**config.mk**
```make
export PLATFORM = sky130hd
export DESIGN_NAME = ising_metropolis_lattice
export DESIGN_NICKNAME = d
export VERILOG_FILES = /design/src/hw/rtl/ilat_pkg.sv /design/src/hw/rtl/ilat_spin_ram.sv /design/src/hw/rtl/ilat_site_eval.sv /design/src/hw/rtl/ilat_row_tally.sv /design/src/hw/rtl/ising_metropolis_lattice.sv
export SDC_FILE = /design/constraint.sdc
export NUM_CORES = 1
export LEC_CHECK = 0
export CAP_MARGIN = 20
export CORE_ASPECT_RATIO = 0.5
export CORE_MARGIN = 2
export CORE_UTILIZATION = 65
export CTS_BUF_LIST = sky130_fd_sc_hd__clkbuf_8 sky130_fd_sc_hd__clkbuf_16
export CTS_CLUSTER_DIAMETER = 100
export DETAILED_ROUTE_END_ITERATION = 16
export DONT_BUFFER_PORTS = 1
export PLACE_DENSITY_LB_ADDON = 0.08
export SYNTH_ARGS = -nofsm -noshare
export SYNTH_HDL_FRONTEND = slang
export SYNTH_SLANG_ARGS = --single-unit
```
**constraint.sdc**
```tcl
create_clock -name clk -period 8.12 [get_ports clk]
set_clock_uncertainty 0.1 [all_clocks]
set_input_delay 0.406 -clock clk [delete_from_list [all_inputs] [get_ports clk]]
set_output_delay 0.406 -clock clk [all_outputs]
set_load 0.03 [all_outputs]
```
**src/hw/rtl/ilat_pkg.sv**
```systemverilog
// Shared constants, types and helper functions for the Ising lattice block.
// Used by all modules under hw/rtl but ilat_spin_ram; depends on nothing.
`timescale 1ns / 1ps

package ilat_pkg;

    // Lattice geometry
    localparam int ROWS      = 16;
    localparam int COLS      = 16;
    localparam int ROW_IDX_W = $clog2(ROWS);
    localparam int COL_IDX_W = $clog2(COLS);
    localparam int CNT_W     = $clog2(COLS + 1);
    localparam int LIM_W     = 9;

    // Port field widths
    localparam int OP_W     = 2;
    localparam int ROW_W    = 4;
    localparam int COL_W    = 4;
    localparam int RAND_W   = 32;
    localparam int DE_W     = 5;
    localparam int ENERGY_W = 11;
    localparam int MAGNET_W = 10;
    localparam int CFG_IDX_W = 1;

    // Operation codes
    localparam logic [OP_W-1:0] OP_LOAD   = 2'd0;
    localparam logic [OP_W-1:0] OP_FLIP   = 2'd1;
    localparam logic [OP_W-1:0] OP_RECOMP = 2'd2;

    // Configuration register indexes
    localparam logic [CFG_IDX_W-1:0] CFG_THR_FOUR  = 1'b0;
    localparam logic [CFG_IDX_W-1:0] CFG_THR_EIGHT = 1'b1;

    typedef logic [COLS-1:0]              row_bits_t;
    typedef logic [ROW_IDX_W-1:0]         row_idx_t;
    typedef logic [COL_IDX_W-1:0]         col_idx_t;
    typedef logic [CNT_W-1:0]             cnt_t;
    typedef logic signed [DE_W-1:0]       de_t;
    typedef logic signed [ENERGY_W-1:0]   energy_t;
    typedef logic signed [MAGNET_W-1:0]   magnet_t;
    typedef logic [RAND_W-1:0]            rand_t;

    // Outcome of one flip attempt
    typedef struct packed {
        logic      accept;
        de_t       de;
        row_bits_t new_row;
    } flip_eval_t;

    // Contribution of one lattice row to the totals
    typedef struct packed {
        energy_t e_delta;
        magnet_t m_delta;
    } row_tally_t;

    function automatic cnt_t popcount(input row_bits_t bits);
        cnt_t cnt;
        cnt = '0;
        for (int i = 0; i < COLS; i++) begin
            cnt = cnt + CNT_W'(bits[i]);
        end
        return cnt;
    endfunction

    function automatic row_idx_t row_prev(input row_idx_t r);
        return (r == '0) ? ROW_IDX_W'(ROWS - 1) : r - row_idx_t'(1);
    endfunction

    function automatic row_idx_t row_next(input row_idx_t r);
        return (r == ROW_IDX_W'(ROWS - 1)) ? '0 : r + row_idx_t'(1);
    endfunction

    function automatic col_idx_t col_prev(input col_idx_t c);
        return (c == '0) ? COL_IDX_W'(COLS - 1) : c - col_idx_t'(1);
    endfunction

    function automatic col_idx_t col_next(input col_idx_t c);
        return (c == COL_IDX_W'(COLS - 1)) ? '0 : c + col_idx_t'(1);
    endfunction

endpackage

```
**src/hw/rtl/ilat_spin_ram.sv**
```systemverilog
// Spin memory: one lattice row per entry, one write port, two registered read ports.
// Generic; depends on nothing.
`timescale 1ns / 1ps

module ilat_spin_ram #(
    parameter int WIDTH = 16,
    parameter int DEPTH = 16
) (
    input  logic                     clk,
    input  logic                     we,
    input  logic [$clog2(DEPTH)-1:0] waddr,
    input  logic [WIDTH-1:0]         wdata,
    input  logic [$clog2(DEPTH)-1:0] raddr_a,
    input  logic [$clog2(DEPTH)-1:0] raddr_b,
    output logic [WIDTH-1:0]         rdata_a,
    output logic [WIDTH-1:0]         rdata_b
);

    logic [WIDTH-1:0] mem [DEPTH];

    // Write one row
    always_ff @(posedge clk)
    begin
        if (we)
        begin
            mem[waddr] <= wdata;
        end
    end

    // Read two rows into registered outputs
    always_ff @(posedge clk)
    begin
        rdata_a <= mem[raddr_a];
        rdata_b <= mem[raddr_b];
    end

endmodule

```
**src/hw/rtl/ilat_site_eval.sv**
```systemverilog
// Metropolis decision for one site from its row and the rows above and below.
// Depends on ilat_pkg.
`timescale 1ns / 1ps

module ilat_site_eval
    import ilat_pkg::*;
(
    input  row_bits_t  row_mid,
    input  row_bits_t  row_up,
    input  row_bits_t  row_down,
    input  col_idx_t   col_idx,
    input  rand_t      rand_val,
    input  rand_t      thr_four,
    input  rand_t      thr_eight,
    output flip_eval_t result
);

    logic       spin;
    logic [2:0] eq_cnt;
    col_idx_t   left_idx;
    col_idx_t   right_idx;

    // Count neighbors aligned with the site
    always_comb
    begin
        left_idx  = col_prev(col_idx);
        right_idx = col_next(col_idx);
        spin      = row_mid[col_idx];
        eq_cnt    = 3'(row_up[col_idx] == spin) + 3'(row_down[col_idx] == spin)
                  + 3'(row_mid[left_idx] == spin) + 3'(row_mid[right_idx] == spin);
    end

    // dE = 4 * aligned - 8; accept moves with dE <= 0, test uphill ones against thresholds
    always_comb
    begin
        result.de = $signed({eq_cnt, 2'b00} - 5'd8);
        priority if (eq_cnt <= 3'd2)
        begin
            result.accept = 1'b1;
        end
        else if (eq_cnt == 3'd3)
        begin
            result.accept = (rand_val <= thr_four);
        end
        else
        begin
            result.accept = (rand_val <= thr_eight);
        end
        result.new_row          = row_mid;
        result.new_row[col_idx] = ~spin;
    end

endmodule

```
**src/hw/rtl/ilat_row_tally.sv**
```systemverilog
// Energy and magnetization contribution of one lattice row (right and down bonds).
// Depends on ilat_pkg.
`timescale 1ns / 1ps

module ilat_row_tally
    import ilat_pkg::*;
(
    input  row_bits_t  row_cur,
    input  row_bits_t  row_below,
    output row_tally_t tally
);

    row_bits_t           row_right;
    cnt_t                h_diff;
    cnt_t                v_diff;
    cnt_t                ones;
    logic [CNT_W:0]      diff_sum;

    // Unequal bonds cost +1, equal ones -1
    always_comb
    begin
        row_right     = {row_cur[0], row_cur[COLS-1:1]};
        h_diff        = popcount(row_cur ^ row_right);
        v_diff        = popcount(row_cur ^ row_below);
        ones          = popcount(row_cur);
        diff_sum      = {1'b0, h_diff} + {1'b0, v_diff};
        tally.e_delta = $signed(ENERGY_W'({diff_sum, 1'b0}) - ENERGY_W'(2 * COLS));
        tally.m_delta = $signed(MAGNET_W'({ones, 1'b0}) - MAGNET_W'(COLS));
    end

endmodule

```
**src/hw/rtl/ising_metropolis_lattice.sv**
```systemverilog
// Load or flip: rows are fetched, the site evaluated and its row written back; a new item
// is taken only when the previous one is done: two read passes over the row memory
// (site and upper rows, then lower row), then the write-back before the next read.
// Recompute sweeps the rows, one memory row pair per cycle, then drains and reports totals.
// Reset clears totals, thresholds and control; the spin memory is not cleared.
`timescale 1ns / 1ps

module ising_metropolis_lattice
    import ilat_pkg::*;
(
    input  logic                 clk,
    input  logic                 rst_n,
    input  logic                 in_valid,
    output logic                 in_ready,
    input  logic [OP_W-1:0]      op,
    input  logic [ROW_W-1:0]     row,
    input  logic [COL_W-1:0]     col,
    input  logic                 spin_up,
    input  logic [RAND_W-1:0]    rand_fraction,
    output logic                 out_valid,
    input  logic                 out_ready,
    output logic                 flipped,
    output logic signed [DE_W-1:0]     energy_change,
    output logic signed [ENERGY_W-1:0] energy_total,
    output logic signed [MAGNET_W-1:0] magnetization,
    input  logic                 cfg_valid,
    output logic                 cfg_ready,
    input  logic [CFG_IDX_W-1:0] cfg_index,
    input  logic [RAND_W-1:0]    cfg_data
);

    localparam logic [2:0] S_IDLE  = 3'd0;
    localparam logic [2:0] S_FETCH = 3'd1;
    localparam logic [2:0] S_EVAL  = 3'd2;
    localparam logic [2:0] S_SWEEP = 3'd3;
    localparam logic [2:0] S_DRAIN = 3'd4;
    localparam logic [2:0] S_DONE  = 3'd5;

    logic [2:0]      state_reg, state_next;
    logic [OP_W-1:0] op_reg;
    row_idx_t        row_reg;
    col_idx_t        col_reg;
    logic            in_range_reg;
    logic            spin_up_reg;
    rand_t           rand_reg;
    row_bits_t       row_mid_reg;
    row_bits_t       row_up_reg;
    row_idx_t        sweep_row_reg;
    logic            tally_valid_reg;
    energy_t         e_acc_reg;
    magnet_t         m_acc_reg;
    energy_t         energy_reg;
    magnet_t         magnet_reg;
    rand_t           thr_four_reg;
    rand_t           thr_eight_reg;
    logic            out_valid_reg;
    logic            flipped_reg;
    de_t             de_reg;
    energy_t         energy_out_reg;
    magnet_t         magnet_out_reg;

    logic       in_take;
    logic       out_free;
    logic       in_range;
    row_idx_t   row_in_idx;
    row_idx_t   raddr_a;
    row_idx_t   raddr_b;
    row_bits_t  rdata_a;
    row_bits_t  rdata_b;
    row_bits_t  load_row;
    logic       mem_we;
    row_bits_t  mem_wdata;
    logic       flip_attempt;
    logic       flip_take;
    energy_t    de_ext;
    flip_eval_t eval;
    row_tally_t tally;

    assign in_ready   = (state_reg == S_IDLE);
    assign in_take    = in_valid && in_ready;
    assign out_free   = !out_valid_reg || out_ready;
    assign cfg_ready  = 1'b1;
    assign row_in_idx = ROW_IDX_W'(row);
    assign in_range   = (LIM_W'(row) < LIM_W'(ROWS)) && (LIM_W'(col) < LIM_W'(COLS));

    // Pick the rows to read for the current step
    always_comb
    begin
        raddr_a = row_reg;
        raddr_b = row_prev(row_reg);
        unique case (state_reg)
            S_IDLE:
            begin
                raddr_a = row_in_idx;
                raddr_b = row_prev(row_in_idx);
            end
            S_FETCH, S_EVAL:
            begin
                raddr_a = row_next(row_reg);
            end
            S_SWEEP:
            begin
                raddr_a = sweep_row_reg;
                raddr_b = row_next(sweep_row_reg);
            end
            default:
            begin
            end
        endcase
    end

    ilat_spin_ram #(
        .WIDTH (COLS),
        .DEPTH (ROWS)
    ) u_ram (
        .clk     (clk),
        .we      (mem_we),
        .waddr   (row_reg),
        .wdata   (mem_wdata),
        .raddr_a (raddr_a),
        .raddr_b (raddr_b),
        .rdata_a (rdata_a),
        .rdata_b (rdata_b)
    );

    ilat_site_eval u_eval (
        .row_mid   (row_mid_reg),
        .row_up    (row_up_reg),
        .row_down  (rdata_a),
        .col_idx   (col_reg),
        .rand_val  (rand_reg),
        .thr_four  (thr_four_reg),
        .thr_eight (thr_eight_reg),
        .result    (eval)
    );

    ilat_row_tally u_tally (
        .row_cur   (rdata_a),
        .row_below (rdata_b),
        .tally     (tally)
    );

    // Build the write-back row and decide the commit
    always_comb
    begin
        load_row          = row_mid_reg;
        load_row[col_reg] = spin_up_reg;
        flip_attempt      = (op_reg == OP_FLIP) && in_range_reg;
        flip_take         = flip_attempt && eval.accept;
        mem_we            = (state_reg == S_EVAL) && out_free && in_range_reg
                          && ((op_reg == OP_LOAD) || flip_take);
        mem_wdata         = (op_reg == OP_LOAD) ? load_row : eval.new_row;
        de_ext            = {{(ENERGY_W - DE_W){eval.de[DE_W-1]}}, eval.de};
    end

    // Advance the sequencer
    always_comb
    begin
        state_next = state_reg;
        unique case (state_reg)
            S_IDLE:
            begin
                if (in_valid)
                begin
                    state_next = (op == OP_RECOMP) ? S_SWEEP : S_FETCH;
                end
            end
            S_FETCH:
            begin
                state_next = S_EVAL;
            end
            S_EVAL:
            begin
                if (out_free)
                begin
                    state_next = S_IDLE;
                end
            end
            S_SWEEP:
            begin
                if (sweep_row_reg == ROW_IDX_W'(ROWS - 1))
                begin
                    state_next = S_DRAIN;
                end
            end
            S_DRAIN:
            begin
                state_next = S_DONE;
            end
            S_DONE:
            begin
                if (out_free)
                begin
                    state_next = S_IDLE;
                end
            end
            default:
            begin
                state_next = S_IDLE;
            end
        endcase
    end

    always_ff @(posedge clk or negedge rst_n)
    begin
        if (!rst_n)
        begin
            state_reg <= S_IDLE;
        end
        else
        begin
            state_reg <= state_next;
        end
    end

    // Latch the item and capture rows
    always_ff @(posedge clk)
    begin
        if (in_take)
        begin
            op_reg        <= op;
            row_reg       <= row_in_idx;
            col_reg       <= COL_IDX_W'(col);
            in_range_reg  <= in_range;
            spin_up_reg   <= spin_up;
            rand_reg      <= rand_fraction;
            sweep_row_reg <= '0;
        end
        else if (state_reg == S_SWEEP)
        begin
            sweep_row_reg <= row_next(sweep_row_reg);
        end
        if (state_reg == S_FETCH)
        begin
            row_mid_reg <= rdata_a;
            row_up_reg  <= rdata_b;
        end
    end

    // Accumulate row contributions during the sweep and drain
    always_ff @(posedge clk or negedge rst_n)
    begin
        if (!rst_n)
        begin
            tally_valid_reg <= 1'b0;
            e_acc_reg       <= '0;
            m_acc_reg       <= '0;
        end
        else if (in_take)
        begin
            tally_valid_reg <= 1'b0;
            e_acc_reg       <= '0;
            m_acc_reg       <= '0;
        end
        else if ((state_reg == S_SWEEP) || (state_reg == S_DRAIN))
        begin
            tally_valid_reg <= (state_reg == S_SWEEP);
            if (tally_valid_reg)
            begin
                e_acc_reg <= e_acc_reg + tally.e_delta;
                m_acc_reg <= m_acc_reg + tally.m_delta;
            end
        end
    end

    // Hold the thresholds
    always_ff @(posedge clk or negedge rst_n)
    begin
        if (!rst_n)
        begin
            thr_four_reg  <= '0;
            thr_eight_reg <= '0;
        end
        else if (cfg_valid)
        begin
            unique case (cfg_index)
                CFG_THR_FOUR:  thr_four_reg  <= cfg_data;
                CFG_THR_EIGHT: thr_eight_reg <= cfg_data;
                default:
                begin
                end
            endcase
        end
    end

    // Update totals on an accepted flip or a finished sweep
    always_ff @(posedge clk or negedge rst_n)
    begin
        if (!rst_n)
        begin
            energy_reg <= '0;
            magnet_reg <= '0;
        end
        else if ((state_reg == S_EVAL) && out_free && flip_take)
        begin
            energy_reg <= energy_reg + de_ext;
            magnet_reg <= eval.new_row[col_reg] ? magnet_reg + MAGNET_W'(2)
                                                : magnet_reg - MAGNET_W'(2);
        end
        else if ((state_reg == S_DONE) && out_free)
        begin
            energy_reg <= e_acc_reg;
            magnet_reg <= m_acc_reg;
        end
    end

    // Output register
    always_ff @(posedge clk or negedge rst_n)
    begin
        if (!rst_n)
        begin
            out_valid_reg <= 1'b0;
        end
        else if (((state_reg == S_EVAL) || (state_reg == S_DONE)) && out_free)
        begin
            out_valid_reg <= 1'b1;
        end
        else if (out_ready)
        begin
            out_valid_reg <= 1'b0;
        end
    end

    always_ff @(posedge clk)
    begin
        if ((state_reg == S_EVAL) && out_free)
        begin
            flipped_reg    <= flip_take;
            de_reg         <= flip_attempt ? eval.de : '0;
            energy_out_reg <= flip_take ? energy_reg + de_ext : energy_reg;
            magnet_out_reg <= flip_take ? (eval.new_row[col_reg] ? magnet_reg + MAGNET_W'(2)
                                                                 : magnet_reg - MAGNET_W'(2))
                                        : magnet_reg;
        end
        else if ((state_reg == S_DONE) && out_free)
        begin
            flipped_reg    <= 1'b0;
            de_reg         <= '0;
            energy_out_reg <= e_acc_reg;
            magnet_out_reg <= m_acc_reg;
        end
    end

    assign out_valid     = out_valid_reg;
    assign flipped       = flipped_reg;
    assign energy_change = de_reg;
    assign energy_total  = energy_out_reg;
    assign magnetization = magnet_out_reg;

endmodule

```
After elaboration in Yosys (flattened, before gate mapping)
Memories as Yosys holds them, arrays and structs flattened. A register that Yosys moved wholly into a read port is not among the register bits. Cells that the tools add are included.

Add/subtract/negate cells: 63. Order comparisons: 7. Eq/ne operators: 18. Multiplexer cells: 58. Bitwise operators: 4. Reductions and logical operators: 29.

Operators with widths (number): $add 5x1->5 (42); $mux 10 (8); $mux 11 (7); $le 32x32->1 (2); $bwmux 16 (2); $xor 16x16->16 (2); $bmux 1 s4 (6); $mux 4 (6); $mux 1 (17); $mux 16 (1); $lt 4x5->1 const B (3); $mux 5 (3); $pmux 3 s5 (1); $add 4x1->4 const B (3); $eq 4x4->1 const B (3); $logic_not 4->1 (3); $pmux 4 s3 (1); $sub 4x1->4 const B (3); $add 11x11->11 (1); $add 11x5->11 (1); $add 10x10->10 (1); $add 10x3->10 const B (1); $reduce_bool 2->1 (5); $sub 10x3->10 const B (1); 29 further kinds (56).

Register bits: 217. Memory bits (writable): 256. Bits of input ports: 81. Output and inout port bits: 30. Word-level logic and storage cells: 201. Memories: 1.

Memories: u_ram.mem (depth 16, width 16, rd ports 2, clocked after memory_dff 2, write ports 1, RTL line ilat_spin_ram.sv:19) `logic [WIDTH-1:0] mem [DEPTH];`.

Logic depth before layout (Yosys ltp)
Depth in word-level cells: 22. Mapped depth: 26. Mapped depth without buffers: 25.

Modules after synthesis
From an unflattened synthesis, not the netlist that was laid out.

Cells, all modules: 1991. Area total of the unflattened synthesis: 27269.9 µm².

Modules (own cells, without submodules): ilat_spin_ram (times used 1, cells each 585, area an instance 12335.6 µm², seq. area each 8328.0 µm²); ising_metropolis_lattice (times used 1, cells each 894, area an instance 10498.8 µm², seq. area each 5920.7 µm²); ilat_site_eval (times used 1, cells each 347, area an instance 2837.7 µm², seq. area each 0.0 µm²); ilat_row_tally (times used 1, cells each 165, area an instance 1597.8 µm², seq. area each 0.0 µm²).

Worst setup path before layout
No wires, ideal clock.

Path kind: reg-to-reg. Start: register u_ram.rdata_a[0] (read register of u_ram.mem). End: register e_acc_reg[10]. Setup time: 0.120 ns. Arrival: 6.582 ns. Data required time: 7.900 ns. Slack: 1.317 ns. Stages on the path, launching flop included: 23. Buffers on the path: 0. Clock period less this slack: 6.803 ns. Path through: dfxtp_1 -> xor2_1 -> ha_1 -> fa_1 -> fa_1 -> fa_1 -> inv_1 -> fa_1 -> fa_1 -> fa_1 -> xnor2_1 -> ha_1 -> nor2b_1 -> o21a_1 -> and3_1 -> o21ai_1 -> clkinv_1 -> ha_1 -> a21oi_1 -> nand2_1 -> a211o_1 -> a31o_2 -> o211a_1.

Cells in the longest elaborated chain, start to end: 22.

Ends and longest elaborated chain: start: declaration (RTL line ilat_spin_ram.sv:15) `output logic [WIDTH-1:0] rdata_a,`; $xor 16x16->16 (on tied branches) (RTL line ilat_row_tally.sv:23, ilat_row_tally.sv:24); $add 1x1->2 (RTL line ilat_pkg.sv:60) `cnt = cnt + CNT_W'(bits[i]);`; $add 5x1->5 (14 in series) (RTL line ilat_pkg.sv:60); $add 5x5->6 * (RTL line ilat_row_tally.sv:26) `diff_sum = {1'b0, h_diff} + {1'b0, v_diff};`; $sub 7x6->8 * (RTL line ilat_row_tally.sv:27) `tally.e_delta = $signed(ENERGY_W'({diff_sum, 1'b0}) - ENERGY_W'(2 * COLS));`; $add 11x11->11 * (RTL line ising_metropolis_lattice.sv:260) `e_acc_reg <= e_acc_reg + tally.e_delta;`; $mux 11 * (RTL line ising_metropolis_lattice.sv:258) `if (tally_valid_reg)`; $mux 11 * (RTL line ising_metropolis_lattice.sv:255) `else if ((state_reg == S_SWEEP) || (state_reg == S_DRAIN))`; $mux 11 * (RTL line ising_metropolis_lattice.sv:249) `else if (in_take)`; end signal: assignment (RTL line ising_metropolis_lattice.sv:260); end: declaration (RTL line ising_metropolis_lattice.sv:50) `energy_t e_acc_reg;`.

Mark *: on every way between the ends. The rest lies on a longest branch, timed or not. The select of a mux whose other input is x is not followed. A chain may end at the register's enable or synchronous reset.

Worst setup path in the final report
Same ends and word-level chain as after synthesis.

==> flow_summary.json <==
{
  "status": "completed",
  "timing_worst_setup_path_type": "reg2reg",
  "largest_register_ffs": 256,
  "syn_to_final_growth_pct": 11.05,
  "critPathArrivalTime_ns": 7.69,
  "crit_path_start": "u_ram.rdata_a[0]",
  "largest_register": "u_ram.mem",
  "synth-async-reset-ratio_pct": 21.64,
  "cts_buffer_depth": 3,
  "rsz0062_at_grt": "no",
  "yosysWarnings": 0,
  "vias_per_cell": 6.347,
  "cap_violations": 0,
  "wl_per_cell_um": 23.38,
  "port_buffers": 0,
  "die_h_um": 148.5,
  "drc": 0,
  "post-cts-setup-buffer-count": 0,
  "design.core.area_mm2": 0.04079,
  "clk_pin_slew_ns": 0.07,
  "syn_inst": 2035,
  "ios": 111,
  "synth_cell_types": 77,
  "synth_seq_cells": 499,
  "drtIter0Drc": 1434,
  "cts.sinks": 499,
  "whs_ns": 0.05927,
  "start_util_pct": 66.56,
  "ys_top_cells_by_area": "edfxtp_1 (39%), mux2i_1 (11%), dfrtp_1 (10%), mux4_2 (7.3%), ha_1 (6.2%)",
  "critPathLaunchType": "register",
  "cts_made_buffers": 45,
  "endpoint_kind": "register",
  "worstPathRequired_ns": 8.46,
  "drv_slew": 0,
  "synth-main-ff-cell": "edfxtp_1",
  "track_usage_pct": 29.27,
  "worstHoldStart": "in_valid",
  "worst_slew_pin_slew_ns": 1.006,
  "synth-edff-count": 355,
  "ant_nets": 0,
  "diodes": 0,
  "multi_input_area_mm2": 0.01219,
  "hold_class": "in2reg",
  "cts_max_level": 2,
  "antenna_found_initial": 5,
  "grt_pass1_wl_mm": 97.28,
  "clockRootBuffer": "clkbuf_16",
  "final_cells": 2681,
  "yosysSeqAreaShare_pct": 51.87,
  "relSlewSlack_pct": 32.75,
  "dp_cells": 2517,
  "avgSynthCellArea_um2": 13.34,
  "drive_above_1_share_pct": 13.26,
  "nFillCells": 2626,
  "vias": 17020,
  "nets": 2356,
  "max_freq_ghz": 0.1362,
  "synth_area_mm2": 0.02715,
  "finalHoldViolCount": 0,
  "die_area_mm2": 0.04352,
  "netlist.area_leader.share_pct": 39.26,
  "synth.largest_area_cell": "edfxtp_1",
  "r2r-start": "u_ram.rdata_a[0]",
  "first_pass_iters": 5,
  "worstSkewPairLatency_ns": 0.57,
  "grt_pass1_vias": 16960,
  "worstPathMaxFanout": 8,
  "dieWidth_um": 293.0,
  "gp_congestion": 0.8973,
  "dpl.hpwl_mm": 40.94,
  "timing.final.crit_share_pct": 90.43,
  "setup_violations": 0,
  "grt_overflow": 0,
  "fin_setup_tns_ns": 0,
  "grt_max_degree": 129,
  "fp-row-count": 52,
  "cts_tree": "built",
  "min_period_ns": 7.343,
  "seq_area_mm2": 0.01408,
  "routed_wl_mm": 62.67
}
## metrics by stage
step                      setup slack, ns  cell area (um^2)  util, %
after floorplan                     1.317             27160        -
after global placement             0.9186             27860    68.28
after detailed placement           0.8250             27860    68.28
after CTS                          0.8013             30100    73.78
after global routing               0.3723             30150    73.92
final                              0.7772             30150    73.92
## layer usage
layer  track usage, %  routed length (um)  vias up
li1                 -                   -     7788
met1            42.32               27740     8491
met2            46.01               28760      628
met3            6.470                4983      107
met4            6.538                1178        2
met5           0.2217                  12        -
## final timing paths
kind / to / depth (start not counted) / slack (ns)
worst min-delay path: state_reg[0] / 3 / 0.06
worst max-delay path: e_acc_reg[10] / 22 / 0.78
max in group asynchronous: energy_reg[5] / 2 / 7.09
worst max register to register: e_acc_reg[10] / 22 / 0.78
min in group asynchronous: thr_four_reg[26] / 2 / 0.44
worst min register to register: row_up_reg[4] / 0 / 0.35
## cells by family (layout without fill, tap and decap cells)
group,count (synthesis),in the layout,synth area share (%)
muxes,433,433,20.25
other,2,3,0.02766
adders and majority gates,170,170,8.801
and+or+nand+nor,303,303,5.479
AOI/OAI and AO/OA,292,292,7.189
buffers and inverters,256,361,3.806
xor gates and xnor gates,80,80,2.581
DFF,499,499,51.87
## layout by cell type, fill, tap and decap left out, types with 13 or more instances in the layout
| master | n |
|---|---|
| a211oi_1 | 13 |
| a21o_1 | 17 |
| a21oi_1 | 58 |
| a221o_1 | 32 |
| buf_4 | 39 |
| clkbuf_16 | 46 |
| clkinv_1 | 13 |
| dfrtp_1 | 108 |
| dfxtp_1 | 36 |
| dlygate4sd3_1 | 77 |
| edfxtp_1 | 355 |
| fa_1 | 35 |
| ha_1 | 135 |
| inv_1 | 164 |
| mux2_2 | 49 |
| mux2i_1 | 295 |
| mux4_2 | 88 |
| nand2_1 | 86 |
| nand3_1 | 32 |
| nand4_1 | 17 |
| nor2_1 | 54 |
| nor2_2 | 16 |
| nor2b_1 | 18 |
| nor3_1 | 21 |
| o21ai_0 | 86 |
| xnor2_1 | 38 |
| xor2_1 | 42 |
## timing repair
action	4_1_cts	5_1_grt
hold endpoints to repair	216	0
hold buffers	78	0
resized for setup	0	0
## Yosys cell counts, types with 4 or more instances
master and count:
nand2_1 86, dfrtp_1 108, o21ai_0 86, nand3_1 32, and3_1 6, xor2_1 42
nor3_1 21, and2_1 4, a221o_1 32, ha_1 135, o22ai_1 4, o211ai_1 5
buf_4 4, a21oi_1 61, xnor2_1 38, mux4_2 88, a31oi_1 6, a22oi_1 4
nand3b_1 6, buf_1 14, clkbuf_1 50, inv_1 155, nor2_1 69, nor2b_1 19
mux2_2 49, nand4_1 17, a21o_1 17, nand2b_1 11, mux2i_1 295, or2_2 6
o21ai_1 4, o21bai_1 6, nor3b_1 5, o21a_1 10, a221oi_1 4, o31ai_1 6
buf_2 28, a21boi_0 5, edfxtp_1 355, a211oi_1 13, dfxtp_1 36, fa_1 35
or3_1 5
## final cells by class
type                       count  share of cell area (%)
inverter                     158                   1.992
tap                          540                   2.241
clock buffer                  48                   3.909
sequential                   499                   46.71
clock inverter                35                  0.8838
multi-input combinational   1281                   40.43
timing repair buffer         120                   3.842
## critical path, stage by stage, from the launching register on
cell,delay (ns)
dfxtp_1,0.48
xor2_1,0.19
ha_1,0.28
fa_1,0.52
fa_1,0.52
fa_1,0.54
inv_1,0.05
fa_1,0.50
fa_1,0.47
fa_1,0.42
xnor2_1,0.15
ha_1,0.34
nor2b_1,0.14
o21a_1,0.22
and3_1,0.19
o21ai_1,0.38
clkinv_1,0.34
ha_1,0.45
a21oi_1,0.24
nand2_1,0.08
a211o_1,0.31
a31o_2,0.22
o211a_1,0.12
Power is not shown: default switching activity piles up to over one toggle a cycle in this logic, so the estimate is an artifact.
